File: config.mk
export PLATFORM = sky130hd
export DESIGN_NAME = source_text_tokenizer
export DESIGN_NICKNAME = d
export VERILOG_FILES = /design/src/rtl/core/stt_pkg.sv /design/src/rtl/core/stt_front.sv /design/src/rtl/core/stt_queue.sv /design/src/rtl/core/stt_back.sv /design/src/rtl/core/source_text_tokenizer.sv
export SDC_FILE = /design/constraint.sdc
export NUM_CORES = 1
export LEC_CHECK = 0
export BUFFER_PORTS_ARGS = -buffer_cell sky130_fd_sc_hd__buf_2
export CAP_MARGIN = 20
export CORE_ASPECT_RATIO = 2
export CORE_UTILIZATION = 60
export DETAILED_ROUTE_END_ITERATION = 10
export MAX_ROUTING_LAYER = met4
export PLACE_DENSITY = 0.8
export SYNTH_ARGS = -nofsm -noshare
export SYNTH_HDL_FRONTEND = slang
export SYNTH_HIERARCHICAL = 1
export SYNTH_SLANG_ARGS = --single-unit
File: constraint.sdc
create_clock -name clk -period 5.1 [get_ports clk]
set_input_delay 0.255 -clock clk [delete_from_list [all_inputs] [get_ports clk]]
set_output_delay 0.255 -clock clk [all_outputs]
set_load 0.005 [all_outputs]
File: src/rtl/core/stt_pkg.sv
`default_nettype none
// ----------------------------------------------------------------------------
// stt_pkg
// Shared types, character codes and token kinds for the source text tokenizer.
// ----------------------------------------------------------------------------
package stt_pkg;

	typedef logic [4:0] kind_t;

	localparam kind_t KIND_ILLEGAL   = 5'd0;
	localparam kind_t KIND_END       = 5'd1;
	localparam kind_t KIND_IDENT     = 5'd2;
	localparam kind_t KIND_INT       = 5'd3;
	localparam kind_t KIND_ASSIGN    = 5'd4;
	localparam kind_t KIND_EQUAL     = 5'd5;
	localparam kind_t KIND_BANG      = 5'd6;
	localparam kind_t KIND_NOT_EQUAL = 5'd7;
	localparam kind_t KIND_PLUS      = 5'd8;
	localparam kind_t KIND_MINUS     = 5'd9;
	localparam kind_t KIND_STAR      = 5'd10;
	localparam kind_t KIND_SLASH     = 5'd11;
	localparam kind_t KIND_LT        = 5'd12;
	localparam kind_t KIND_GT        = 5'd13;
	localparam kind_t KIND_COMMA     = 5'd14;
	localparam kind_t KIND_SEMICOLON = 5'd15;
	localparam kind_t KIND_LPAREN    = 5'd16;
	localparam kind_t KIND_RPAREN    = 5'd17;
	localparam kind_t KIND_LBRACE    = 5'd18;
	localparam kind_t KIND_RBRACE    = 5'd19;

	localparam logic [7:0] CH_NUL    = 8'h00;
	localparam logic [7:0] CH_TAB    = 8'h09;
	localparam logic [7:0] CH_LF     = 8'h0A;
	localparam logic [7:0] CH_CR     = 8'h0D;
	localparam logic [7:0] CH_SPACE  = 8'h20;
	localparam logic [7:0] CH_BANG   = 8'h21;
	localparam logic [7:0] CH_LPAREN = 8'h28;
	localparam logic [7:0] CH_RPAREN = 8'h29;
	localparam logic [7:0] CH_STAR   = 8'h2A;
	localparam logic [7:0] CH_PLUS   = 8'h2B;
	localparam logic [7:0] CH_COMMA  = 8'h2C;
	localparam logic [7:0] CH_MINUS  = 8'h2D;
	localparam logic [7:0] CH_SLASH  = 8'h2F;
	localparam logic [7:0] CH_0      = 8'h30;
	localparam logic [7:0] CH_9      = 8'h39;
	localparam logic [7:0] CH_SEMI   = 8'h3B;
	localparam logic [7:0] CH_LT     = 8'h3C;
	localparam logic [7:0] CH_EQ     = 8'h3D;
	localparam logic [7:0] CH_GT     = 8'h3E;
	localparam logic [7:0] CH_UC_A   = 8'h41;
	localparam logic [7:0] CH_UC_Z   = 8'h5A;
	localparam logic [7:0] CH_US     = 8'h5F;
	localparam logic [7:0] CH_LC_A   = 8'h61;
	localparam logic [7:0] CH_LC_Z   = 8'h7A;
	localparam logic [7:0] CH_LBRACE = 8'h7B;
	localparam logic [7:0] CH_RBRACE = 8'h7D;

	localparam int QDEPTH = 4;

	typedef enum logic [2:0] {
		MODE_IDLE  = 3'd0,
		MODE_EQ    = 3'd1,
		MODE_BANG  = 3'd2,
		MODE_IDENT = 3'd3,
		MODE_INT   = 3'd4
	} mode_t;

	typedef struct packed {
		kind_t       kind;
		logic [15:0] start;
		logic [15:0] length;
		logic [7:0]  bad;
	} tok_t;

	// One accepted byte's results: tok0 always, tok1 only when two is set.
	typedef struct packed {
		logic two;
		tok_t tok0;
		tok_t tok1;
	} rec_t;

	typedef struct packed {
		logic full;
		logic empty;
	} qstat_t;

	function automatic logic is_letter(input logic [7:0] c);
		return (c inside {[CH_UC_A:CH_UC_Z], [CH_LC_A:CH_LC_Z], CH_US});
	endfunction

	function automatic logic is_digit(input logic [7:0] c);
		return (c inside {[CH_0:CH_9]});
	endfunction

	function automatic logic is_space(input logic [7:0] c);
		return (c inside {CH_SPACE, CH_TAB, CH_LF, CH_CR});
	endfunction

	function automatic kind_t op_kind(input logic [7:0] c);
		kind_t k;
		case (c)
			CH_PLUS:   k = KIND_PLUS;
			CH_MINUS:  k = KIND_MINUS;
			CH_STAR:   k = KIND_STAR;
			CH_SLASH:  k = KIND_SLASH;
			CH_LT:     k = KIND_LT;
			CH_GT:     k = KIND_GT;
			CH_COMMA:  k = KIND_COMMA;
			CH_SEMI:   k = KIND_SEMICOLON;
			CH_LPAREN: k = KIND_LPAREN;
			CH_RPAREN: k = KIND_RPAREN;
			CH_LBRACE: k = KIND_LBRACE;
			CH_RBRACE: k = KIND_RBRACE;
			default:   k = KIND_ILLEGAL;
		endcase
		return k;
	endfunction

endpackage
`default_nettype wire

File: src/rtl/core/stt_front.sv
`default_nettype none
// ----------------------------------------------------------------------------
// stt_front
// Scanner: accepts one byte a cycle while accept is high, tracks the pending run
// and builds the record of tokens the byte causes.
// ----------------------------------------------------------------------------
module stt_front import stt_pkg::*; #(
	parameter int OFFSET_BITS = 16
) (
	input  wire logic       clk,
	input  wire logic       arst_n,
	input  wire logic       accept,
	input  wire logic [7:0] text_byte,
	output logic            push,
	output rec_t            push_rec
);

	typedef logic [OFFSET_BITS-1:0] ofs_t;

	mode_t mode_q, mode_nx;
	ofs_t  offset_q, offset_nx;
	ofs_t  run_q, run_nx;
	ofs_t  pos_next;
	ofs_t  run_len;

	logic  flush_v, own_v;
	tok_t  flush_tok, own_tok;

	function automatic logic [15:0] sat16(input ofs_t v);
		logic [15:0] r;
		if (OFFSET_BITS > 16 && (v >> 16) != '0) begin
			r = '1;
		end else begin
			r = 16'(v);
		end
		return r;
	endfunction

	assign pos_next = (offset_q == '1) ? offset_q : offset_q + 1'b1;
	assign run_len  = offset_q - run_q;

	// Next state
	always_comb begin
		mode_nx   = mode_q;
		offset_nx = pos_next;
		run_nx    = run_q;
		case (mode_q)
			MODE_IDENT: begin
				if (!is_letter(text_byte)) begin
					mode_nx = MODE_IDLE;
				end
			end
			MODE_INT: begin
				if (!is_digit(text_byte)) begin
					mode_nx = MODE_IDLE;
				end
			end
			default: begin
				mode_nx = MODE_IDLE;
			end
		endcase
		// a byte that neither continues a run nor completes a pair starts fresh
		if (mode_nx == MODE_IDLE &&
		    !((mode_q == MODE_EQ || mode_q == MODE_BANG) && text_byte == CH_EQ)) begin
			if (text_byte == CH_NUL) begin
				offset_nx = '0;
				run_nx    = '0;
			end else if (text_byte == CH_EQ) begin
				mode_nx = MODE_EQ;
				run_nx  = offset_q;
			end else if (text_byte == CH_BANG) begin
				mode_nx = MODE_BANG;
				run_nx  = offset_q;
			end else if (is_letter(text_byte)) begin
				mode_nx = MODE_IDENT;
				run_nx  = offset_q;
			end else if (is_digit(text_byte)) begin
				mode_nx = MODE_INT;
				run_nx  = offset_q;
			end
		end
	end

	// Outputs
	always_comb begin
		logic pair_done;
		logic own_allowed;
		pair_done       = 1'b0;
		own_allowed     = 1'b1;
		flush_v         = 1'b0;
		flush_tok       = '0;
		flush_tok.start = sat16(run_q);
		own_v           = 1'b0;
		own_tok         = '0;
		own_tok.start   = sat16(offset_q);
		case (mode_q)
			MODE_EQ, MODE_BANG: begin
				flush_v = 1'b1;
				if (text_byte == CH_EQ) begin
					pair_done        = 1'b1;
					flush_tok.kind   = (mode_q == MODE_EQ) ? KIND_EQUAL : KIND_NOT_EQUAL;
					flush_tok.length = 16'd2;
				end else begin
					flush_tok.kind   = (mode_q == MODE_EQ) ? KIND_ASSIGN : KIND_BANG;
					flush_tok.length = 16'd1;
				end
			end
			MODE_IDENT: begin
				if (is_letter(text_byte)) begin
					own_allowed = 1'b0;
				end else begin
					flush_v          = 1'b1;
					flush_tok.kind   = KIND_IDENT;
					flush_tok.length = sat16(run_len);
				end
			end
			MODE_INT: begin
				if (is_digit(text_byte)) begin
					own_allowed = 1'b0;
				end else begin
					flush_v          = 1'b1;
					flush_tok.kind   = KIND_INT;
					flush_tok.length = sat16(run_len);
				end
			end
			default: begin
			end
		endcase
		if (own_allowed && !pair_done) begin
			if (text_byte == CH_NUL) begin
				own_v          = 1'b1;
				own_tok.kind   = KIND_END;
				own_tok.length = 16'd0;
			end else if (!is_space(text_byte) && text_byte != CH_EQ &&
			             text_byte != CH_BANG && !is_letter(text_byte) &&
			             !is_digit(text_byte)) begin
				own_v          = 1'b1;
				own_tok.kind   = op_kind(text_byte);
				own_tok.length = 16'd1;
				own_tok.bad    = (op_kind(text_byte) == KIND_ILLEGAL) ? text_byte : 8'd0;
			end
		end
	end

	assign push          = accept && (flush_v || own_v);
	assign push_rec.two  = flush_v && own_v;
	assign push_rec.tok0 = flush_v ? flush_tok : own_tok;
	assign push_rec.tok1 = own_tok;

	always_ff @(posedge clk or negedge arst_n) begin
		if (!arst_n) begin
			mode_q   <= MODE_IDLE;
			offset_q <= '0;
			run_q    <= '0;
		end else if (accept) begin
			mode_q   <= mode_nx;
			offset_q <= offset_nx;
			run_q    <= run_nx;
		end
	end

endmodule
`default_nettype wire

File: src/rtl/core/stt_queue.sv
`default_nettype none
// ----------------------------------------------------------------------------
// stt_queue
// Short record queue between the scanner and the token sender.
// ----------------------------------------------------------------------------
module stt_queue import stt_pkg::*; (
	input  wire logic clk,
	input  wire logic arst_n,
	input  wire logic push,
	input  rec_t      push_rec,
	input  wire logic pop,
	output rec_t      head,
	output qstat_t    stat
);

	localparam int PTR_W = $clog2(QDEPTH);

	rec_t             entry_q [QDEPTH];
	logic [PTR_W-1:0] wr_ptr_q, rd_ptr_q;
	logic [PTR_W:0]   count_q;

	assign stat.full  = (count_q == (PTR_W+1)'(QDEPTH));
	assign stat.empty = (count_q == '0);
	assign head       = entry_q[rd_ptr_q];

	always_ff @(posedge clk) begin
		if (push) begin
			entry_q[wr_ptr_q] <= push_rec;
		end
	end

	always_ff @(posedge clk or negedge arst_n) begin
		if (!arst_n) begin
			wr_ptr_q <= '0;
			rd_ptr_q <= '0;
			count_q  <= '0;
		end else begin
			if (push) begin
				wr_ptr_q <= wr_ptr_q + 1'b1;
			end
			if (pop) begin
				rd_ptr_q <= rd_ptr_q + 1'b1;
			end
			case ({push, pop})
				2'b10:   count_q <= count_q + 1'b1;
				2'b01:   count_q <= count_q - 1'b1;
				default: count_q <= count_q;
			endcase
		end
	end

endmodule
`default_nettype wire

File: src/rtl/core/stt_back.sv
`default_nettype none
// ----------------------------------------------------------------------------
// stt_back
// Token sender: unpacks queued records into single tokens on the output
// register, one per cycle while token_stall is low.
// ----------------------------------------------------------------------------
module stt_back import stt_pkg::*; (
	input  wire logic   clk,
	input  wire logic   arst_n,
	input  rec_t        head,
	input  qstat_t      stat,
	output logic        pop,
	output logic        token_valid,
	input  wire logic   token_stall,
	output logic [4:0]  token_kind,
	output logic [15:0] token_start,
	output logic [15:0] token_length,
	output logic [7:0]  illegal_byte,
	output logic        last_of_item
);

	logic out_valid_q;
	tok_t out_tok_q;
	logic out_last_q;
	logic sec_valid_q;
	tok_t sec_tok_q;
	logic load;

	assign load = !out_valid_q || !token_stall;
	assign pop  = load && !sec_valid_q && !stat.empty;

	always_ff @(posedge clk or negedge arst_n) begin
		if (!arst_n) begin
			out_valid_q <= 1'b0;
			sec_valid_q <= 1'b0;
		end else if (load) begin
			if (sec_valid_q) begin
				out_valid_q <= 1'b1;
				sec_valid_q <= 1'b0;
			end else begin
				out_valid_q <= !stat.empty;
				sec_valid_q <= !stat.empty && head.two;
			end
		end
	end

	always_ff @(posedge clk) begin
		if (load) begin
			if (sec_valid_q) begin
				out_tok_q  <= sec_tok_q;
				out_last_q <= 1'b1;
			end else begin
				// hold the second token of a pair until the first has gone
				out_tok_q  <= head.tok0;
				out_last_q <= !head.two;
				sec_tok_q  <= head.tok1;
			end
		end
	end

	assign token_valid  = out_valid_q;
	assign token_kind   = out_tok_q.kind;
	assign token_start  = out_tok_q.start;
	assign token_length = out_tok_q.length;
	assign illegal_byte = out_tok_q.bad;
	assign last_of_item = out_last_q;

endmodule
`default_nettype wire

File: src/rtl/core/source_text_tokenizer.sv
`default_nettype none
// ----------------------------------------------------------------------------
// source_text_tokenizer
// Splits a byte stream of source text into tokens, one byte per item in.
// ----------------------------------------------------------------------------
//  channel | handshake                 | payload
//  text    | text_valid / text_stall   | text_byte
//  token   | token_valid / token_stall | token_kind, token_start, token_length,
//          |                           | illegal_byte, last_of_item
//
// One byte is taken every cycle while the record queue (4 entries) has room.
// Each token leaves through the output register at one per cycle while token_stall
// is low; a byte that causes two tokens takes an output slot for each, absorbed by the queue.
// With no stall, a byte's first token is written to a queue entry and then loaded
// into the output register.
// Reset clears the scan position, pending run and queue; text_stall is high
// exactly while the queue is full.
// ----------------------------------------------------------------------------
module source_text_tokenizer import stt_pkg::*; #(
	parameter int OFFSET_BITS = 16
) (
	input  wire logic        clk,
	input  wire logic        arst_n,
	input  wire logic        text_valid,
	output logic             text_stall,
	input  wire logic [7:0]  text_byte,
	output logic             token_valid,
	input  wire logic        token_stall,
	output logic [4:0]       token_kind,
	output logic [15:0]      token_start,
	output logic [15:0]      token_length,
	output logic [7:0]       illegal_byte,
	output logic             last_of_item
);

	logic   accept;
	logic   push;
	rec_t   push_rec;
	logic   pop;
	rec_t   head;
	qstat_t stat;

	assign text_stall = stat.full;
	assign accept     = text_valid && !stat.full;

	stt_front #(
		.OFFSET_BITS(OFFSET_BITS)
	) u_front (
		.clk      (clk),
		.arst_n   (arst_n),
		.accept   (accept),
		.text_byte(text_byte),
		.push     (push),
		.push_rec (push_rec)
	);

	stt_queue u_queue (
		.clk     (clk),
		.arst_n  (arst_n),
		.push    (push),
		.push_rec(push_rec),
		.pop     (pop),
		.head    (head),
		.stat    (stat)
	);

	stt_back u_back (
		.clk         (clk),
		.arst_n      (arst_n),
		.head        (head),
		.stat        (stat),
		.pop         (pop),
		.token_valid (token_valid),
		.token_stall (token_stall),
		.token_kind  (token_kind),
		.token_start (token_start),
		.token_length(token_length),
		.illegal_byte(illegal_byte),
		.last_of_item(last_of_item)
	);

endmodule
`default_nettype wire
; Yosys cells after proc, flatten, opt, wreduce, memory -nomap -nowiden
; Memory sizes are Yosys's and may differ from the RTL's.
; Cells that the tools add are included.
[word_totals]
register_bits = 135
ram_bits = 364
memories = 1
[op_classes]
n_addsub = 6
order_cmp = 6
n_eq_ne = 29
mux = 55
bitwise_logic = 1
reduce_logical = 41
[memory_table]
columns = memory, words, word_bits, rd, rd_ports_with_merged_regs, write_ports, line
row1 = u_queue.entry_q, 4, 91, 1, 0, 1, stt_queue.sv:18  ; rec_t entry_q [QDEPTH];
[ops]
columns = operator, count
row1 = 2-to-1 mux 16 bit, 10
row2 = == test 8 x 6 -> 1 bit (second input constant), 13
row3 = 2-to-1 mux 45 bit, 2
row4 = case mux 5 bit (12 select lines), 1
row5 = case mux 16 bit (3 select lines), 1
row6 = 2-to-1 mux 5 bit, 7
row7 = == test 8 x 4 -> 1 bit (second input constant), 3
row8 = == test 8 x 7 -> 1 bit (second input constant), 3
row9 = 2-to-1 mux 24 bit, 1
row10 = 2-to-1 mux 3 bit, 8
row11 = adder 16 x 1 -> 16 bit (second input constant), 1
row12 = == test 16 bit (second input constant), 1
row13 = greater-or-equal comparator 8 x 7 -> 1 bit (second input constant), 2
row14 = less-or-equal comparator 8 x 7 -> 1 bit (second input constant), 2
row15 = logical AND 1 bit, 16
row16 = 2-to-1 mux 8 bit, 2
row17 = inequality test 8 x 6 -> 1 bit (second input constant), 2
row18 = subtractor 16 bit, 1
row19 = case mux 5 bit (3 select lines), 1
row20 = 2-to-1 mux 1 bit, 12
row21 = case mux 3 bit (2 select lines), 2
row22 = logical NOT 1 bit, 11
row23 = 2-to-1 mux 2 bit, 5
row24 = 2-to-1 mux 9 bit, 1
row25 = 24 further kinds, 30

; Depth between registers and ports, before layout
[logic_depth]
word_depth = 16
mapped_depth = 16
depth_no_buf = 13

; Hierarchy
; The synthesis kept the hierarchy.
[modules_own_cells]
columns = mod, instances, cells_per_inst, area_per_inst_um2, seq_area_each_um2
row1 = stt_queue, 1, 512, 13528.0, 11105.7
row2 = stt_front, 1, 452, 3587.2, 875.8
row3 = stt_back, 1, 151, 3403.3, 2782.7
row4 = source_text_tokenizer, 1, 1, 13.8, 0.0

; Least setup slack after synthesis
; No wires, ideal clock.
[synth_path]
path_kind = input-to-reg
startpoint = input text_byte[2]
endpoint = memory u_queue/entry_q[0][0] (netlist bit) (enable)
setup_time_ns = 0.459
arrival_time_ns = 4.583
setup_slack_ns = 0.058
stages = 10
path_buffers = 3
cell_sequence = buf_6 -> or4_4 -> a21oi_2 -> o22ai_2 -> and2_4 -> buf_6 -> a31o_2 -> clkbuf_1 -> a21boi_0 -> and2_1
[synth_via]
elab_chain_cells = 14
[synth_lines]
columns = element, line
row1 = "start, declared", source_text_tokenizer.sv:26  ; input wire logic [7:0] text_byte,
row2 = "parallel branches: the longest is 10 deep, another holds greater-or-equal comparator 8 x 7 -> 1 bit", n/a
row3 = logical OR 1 bit (*), stt_front.sv:145  ; assign push = accept && (flush_v || own_v);
row4 = logical AND 1 bit (*), stt_front.sv:145
row5 = net push, source_text_tokenizer.sv:37  ; logic push;
row6 = 2-to-1 mux 1 bit (*), stt_queue.sv:27  ; if (push) begin
row7 = 2-to-1 mux 1 bit (not written as such) (*), stt_queue.sv:28  ; entry_q[wr_ptr_q] <= push_rec;
row8 = "end, declared", stt_queue.sv:18
; Mark *: on every way through the listed nets, which the timed path passes.

; Worst setup path in the final report
[layout_path]
startpoint = register u_front.mode_q[1]
endpoint = memory u_queue/entry_q[1][51] (netlist bit) (enable)
[layout_via]
elab_chain_cells = 10
[layout_lines]
columns = element, line
row1 = "start, declared", stt_front.sv:20  ; mode_t mode_q, mode_nx;
row2 = "start signal, assigned", stt_front.sv:156  ; mode_q <= mode_nx;
row3 = == test 3 x 2 -> 1 bit or == test 3 x 1 -> 1 bit (tied branches), stt_front.sv:96  ; case (mode_q)
row4 = OR reduction 2 bit, stt_front.sv:96
row5 = 2-to-1 mux 1 bit, stt_front.sv:96
row6 = logical NOT 1 bit, stt_front.sv:129  ; if (own_allowed && !pair_done) begin
row7 = logical AND 1 bit, stt_front.sv:129
row8 = 2-to-1 mux 1 bit, stt_front.sv:129
row9 = logical OR 1 bit (*), stt_front.sv:145
row10 = logical AND 1 bit (*), stt_front.sv:145
row11 = net push, source_text_tokenizer.sv:37
row12 = 2-to-1 mux 1 bit (*), stt_queue.sv:27
row13 = 2-to-1 mux 1 bit (not written as such) (*), stt_queue.sv:28
; Mark *: on every way through the listed nets, which the timed path passes. The rest lies on a longest branch.

==> parameters.txt <==
Parameter                              Value

Run status
  Result of the run    finished clean

Global routing
  Remaining global-route overflow    0
  Initial antenna violation count    1
  Total global-route track usage    0.255
  First-pass GRT wire length    63.9 mm
  Vias in the first global route    11000
  Largest net degree at the start of global routing    52

Worst setup path
  Worst Path Max Fanout    51
  Data required time of the worst path    5.31 ns
  Startpoint types    flop
  Worst path slowest cell    a21boi_0
  Register-to-register setup slack    1.30 ns
  Longest individual stage delay on the worst path    0.79 ns
  Type of the worst setup path    reg -> reg
  Critical path capture point type    flop
  Crit path cell chain    nand2b_1 > a21oi_1 > and2_1 > a21oi_1 > a31o_2 > a21boi_0 > and2_4 > buf_12
  Most frequent cell on the critical path    a21oi_1
  Data arrival, critical path    4.01 ns

Pwr
  Power per unit of standard cell area    578 mW/mm²
  Clk network pwr share    0.241
  Sequential fraction of design power    0.484
  Largest vdd supply drop    0.000330 V
  Leak    7.95 nW
  Switching component of the power    3.85 mW
  Switching fraction of total power    0.294
  Internal power component    9.23 mW
  Logic pwr share    0.275

Placed design
  Worst setup slack before clock tree synthesis    0.975 ns
  Placer congestion estimate    0.855
  Cell area reported after detailed placement    0.0212 mm²
  Detailed placer's ending HPWL    26.0 mm
  Count of buffers from port buffering    59

Finish
  Fraction of layout instances using a drive strength above 1    0.258
  Synthesis-to-finish area growth    10.2%
  Ant diodes    0
  Sequential cell area    0.0148 mm²
  Multi-input logic area    0.00526 mm²
  Filler Cells Inserted    2109
  Final-stage net count    1221
  Design Area, Final    0.0226 mm²

STA
  Slew @ Worst Pin    1.03 ns
  Unrepaired setup endpoints after global routing    no
  Setup ws final    1.30 ns
  Min Clock Period, post-route    3.80 ns
  Max Clk Rate    263 MHz
  Finish-stage setup viols    0
  Worst Skew    0.0242 ns
  Pins over their slew limit    0
  Slew Limit Headroom    0.309
  Final Cycle Share    0.746
  Hold violation total from the final report    0
  Setup total negative slack    0 ns

Die
  Std cell rows    95
  Number of placed I/O pins    60
  DIE AREA    0.0350 mm²
  Height of the die    264 µm
  Die span in x    133 µm
  Core area    0.0336 mm²
  Starting utilization of the core area    0.610

Detailed routing
  DR vias    10400
  DR vias/cell    6.27
  WL final    41.6 mm
  Iteration-0 DRC Markers    728
  Number of design rule violations left after detail routing    0
  Length of the first detailed-routing pass in iterations    5
  Final ANT Viol Nets    0
  Wirelength per Cell    25.2 µm

Flow run
  Max-cap viol count    0

Clock network
  CTS H-tree depth    2
  CTS tree    done
  Clock Pin Slew Worst Setup and Hold Paths    0.07 ns
  Post-CTS Setup Repair Bufs    0
  Buffer cell driving the clock tree root    clkbuf_16
  Worst-Skew Late Latency    0.56 ns
  Number of clock sinks seen by CTS    499
  Buffers from clock root to sink, at most    3
  Number of clock buffers inserted by TritonCTS    41

Logic synthesis
  Fraction of registers with async set/reset    0.0882
  Combined area of all synthesized cells    0.0205 mm²
  Top cells by instance count after synthesis    455 x edfxtp_1, 91 x mux4_2, 53 x mux2_2, 44 x dfrtp_1, 43 x nor2_1
  Cell count after synthesis    1116
  Synth area leaders    edfxtp_1 67%, mux4_2 10%, dfrtp_1 5.4%
  Number of synthesized register bits    499
  Main synth FF type    edfxtp_1
  Post-Synthesis Mean Instance Area    18.4 µm²
  Most frequent cell after synthesis    edfxtp_1
  Portion of synthesized cell area occupied by the leading cell type    0.665
  Sequential element share of the synthesized area    0.719
  Synth area leader    edfxtp_1
  Number of different library cells in the post-synthesis netlist    71
  Syn. warnings    6
  Count of flip-flops with a built-in enable after synthesis    455

Worst hold path
  Worst hold path class    in -> reg
## registers in the layout, summed over array words and instances, names as in the netlist, 5 cells and up
signal / count
u_back/token_start: 16
u_back/token_kind: 5
u_front/run_q: 16
u_back/sec_tok_q: 45
u_queue/entry_q: 364
u_front/offset_q: 16
u_back/token_length: 16
u_back/illegal_byte: 8
## cell families after synthesis
| kind of cell | after synthesis | synth area share |
|---|---|---|
| mux | 168 | 0.142 |
| fa+ha+maj | 23 | 0.0147 |
| buf+inv | 105 | 0.0286 |
| simple gates | 177 | 0.0450 |
| flops | 499 | 0.719 |
| xor+xnor | 26 | 0.0111 |
| compound gates | 117 | 0.0390 |
| other cells | 1 | 0.000183 |
## cell usage in the layout, fill, tap and decap left out, drive strengths merged, types with 3 or more instances in the layout
cell type,instances
a211oi,6
a21o,14
a21oi,32
a31o,3
a31oi,4
and2,12
and3,17
and4,4
buf,79
bufinv,3
clkbuf,53
clkinv,11
clkinvlp,4
conb,15
dfrtp,44
edfxtp,455
ha,21
inv,41
mux2,60
mux2i,17
mux4,91
nand2,35
nand2b,5
nand3,16
nand4,8
nor2,43
nor2b,8
nor3,17
o2111ai,3
o21a,4
o21ai,21
o22ai,4
o31ai,5
xnor2,9
xor2,17
## routing by layer
metal,vias to the layer above,share of wire,track usage
met5,-,0,-
met4,0,0.040,0.112
met3,101,0.039,0.0270
met2,335,0.57,0.465
met1,5404,0.35,0.276
li1,4524,-,-
## metrics by stage
| step | util | total power, mW | std cells | hold slack [ns] |
|---|---|---|---|---|
| CTS | 0.672 | 13.2 | 1653 | 0.0445 |
| floorplan | - | 8.84 | 1130 | -0.0406 |
| global placement | 0.631 | 9.87 | 1576 | 0.476 |
| finish | 0.673 | 13.1 | 1654 | 0.0668 |
| detailed placement | 0.631 | 9.99 | 1576 | 0.491 |
| global route | 0.673 | 13.6 | 1654 | 0.0659 |
## what timing repair did
item,4_1_cts,5_1_grt
hold endpoints to repair,45,0
resized for setup,0,0
hold buffers,2,0
## power groups by stage
stage | clock network, mW | registers [mW] | logic (mW)
after floorplan | 0 | 6.17 | 2.67
after global placement | 0 | 6.35 | 3.52
after detailed placement | 0 | 6.41 | 3.58
final | 3.16 | 6.32 | 3.60
after global routing | 3.34 | 6.42 | 3.85
after CTS | 3.21 | 6.34 | 3.63
## worst max-delay path, delay by kind of cell, from the launching register on
kind                   cells  cell delay (ns)
flip-flops                 1             0.48
AO/OA/AOI/OAI              4             1.48
AND/OR/NAND/NOR            3             1.08
buffers and inverters      1             0.37
## path summary, 6_finish.rpt
check	start	end	cells past startpoint
setup reg to reg	u_front/mode_q[1]	u_queue/entry_q[1][51]	8
min in group asynchronous	arst_n	u_back/token_valid	2
hold reg to reg	u_queue/count_q[2]	u_queue/count_q[2]	1
hold / removal	text_byte[7]	u_queue/entry_q[0][7]	1
max in group asynchronous	arst_n	u_queue/wr_ptr_q[0]	3
setup / recovery	u_front/mode_q[1]	u_queue/entry_q[1][51]	8
## layout make-up
cell class,instances,share of cell area
Clock buffer,53,0.0501
Multi-Input combinational cell,526,0.233
Timing Repair Buffer,81,0.0244
Clock inverter,22,0.00984
Sequential cell,499,0.653
Tap cell,436,0.0241
Inverter,37,0.00614
No activity file was read; power rests on OpenSTA's default activity.
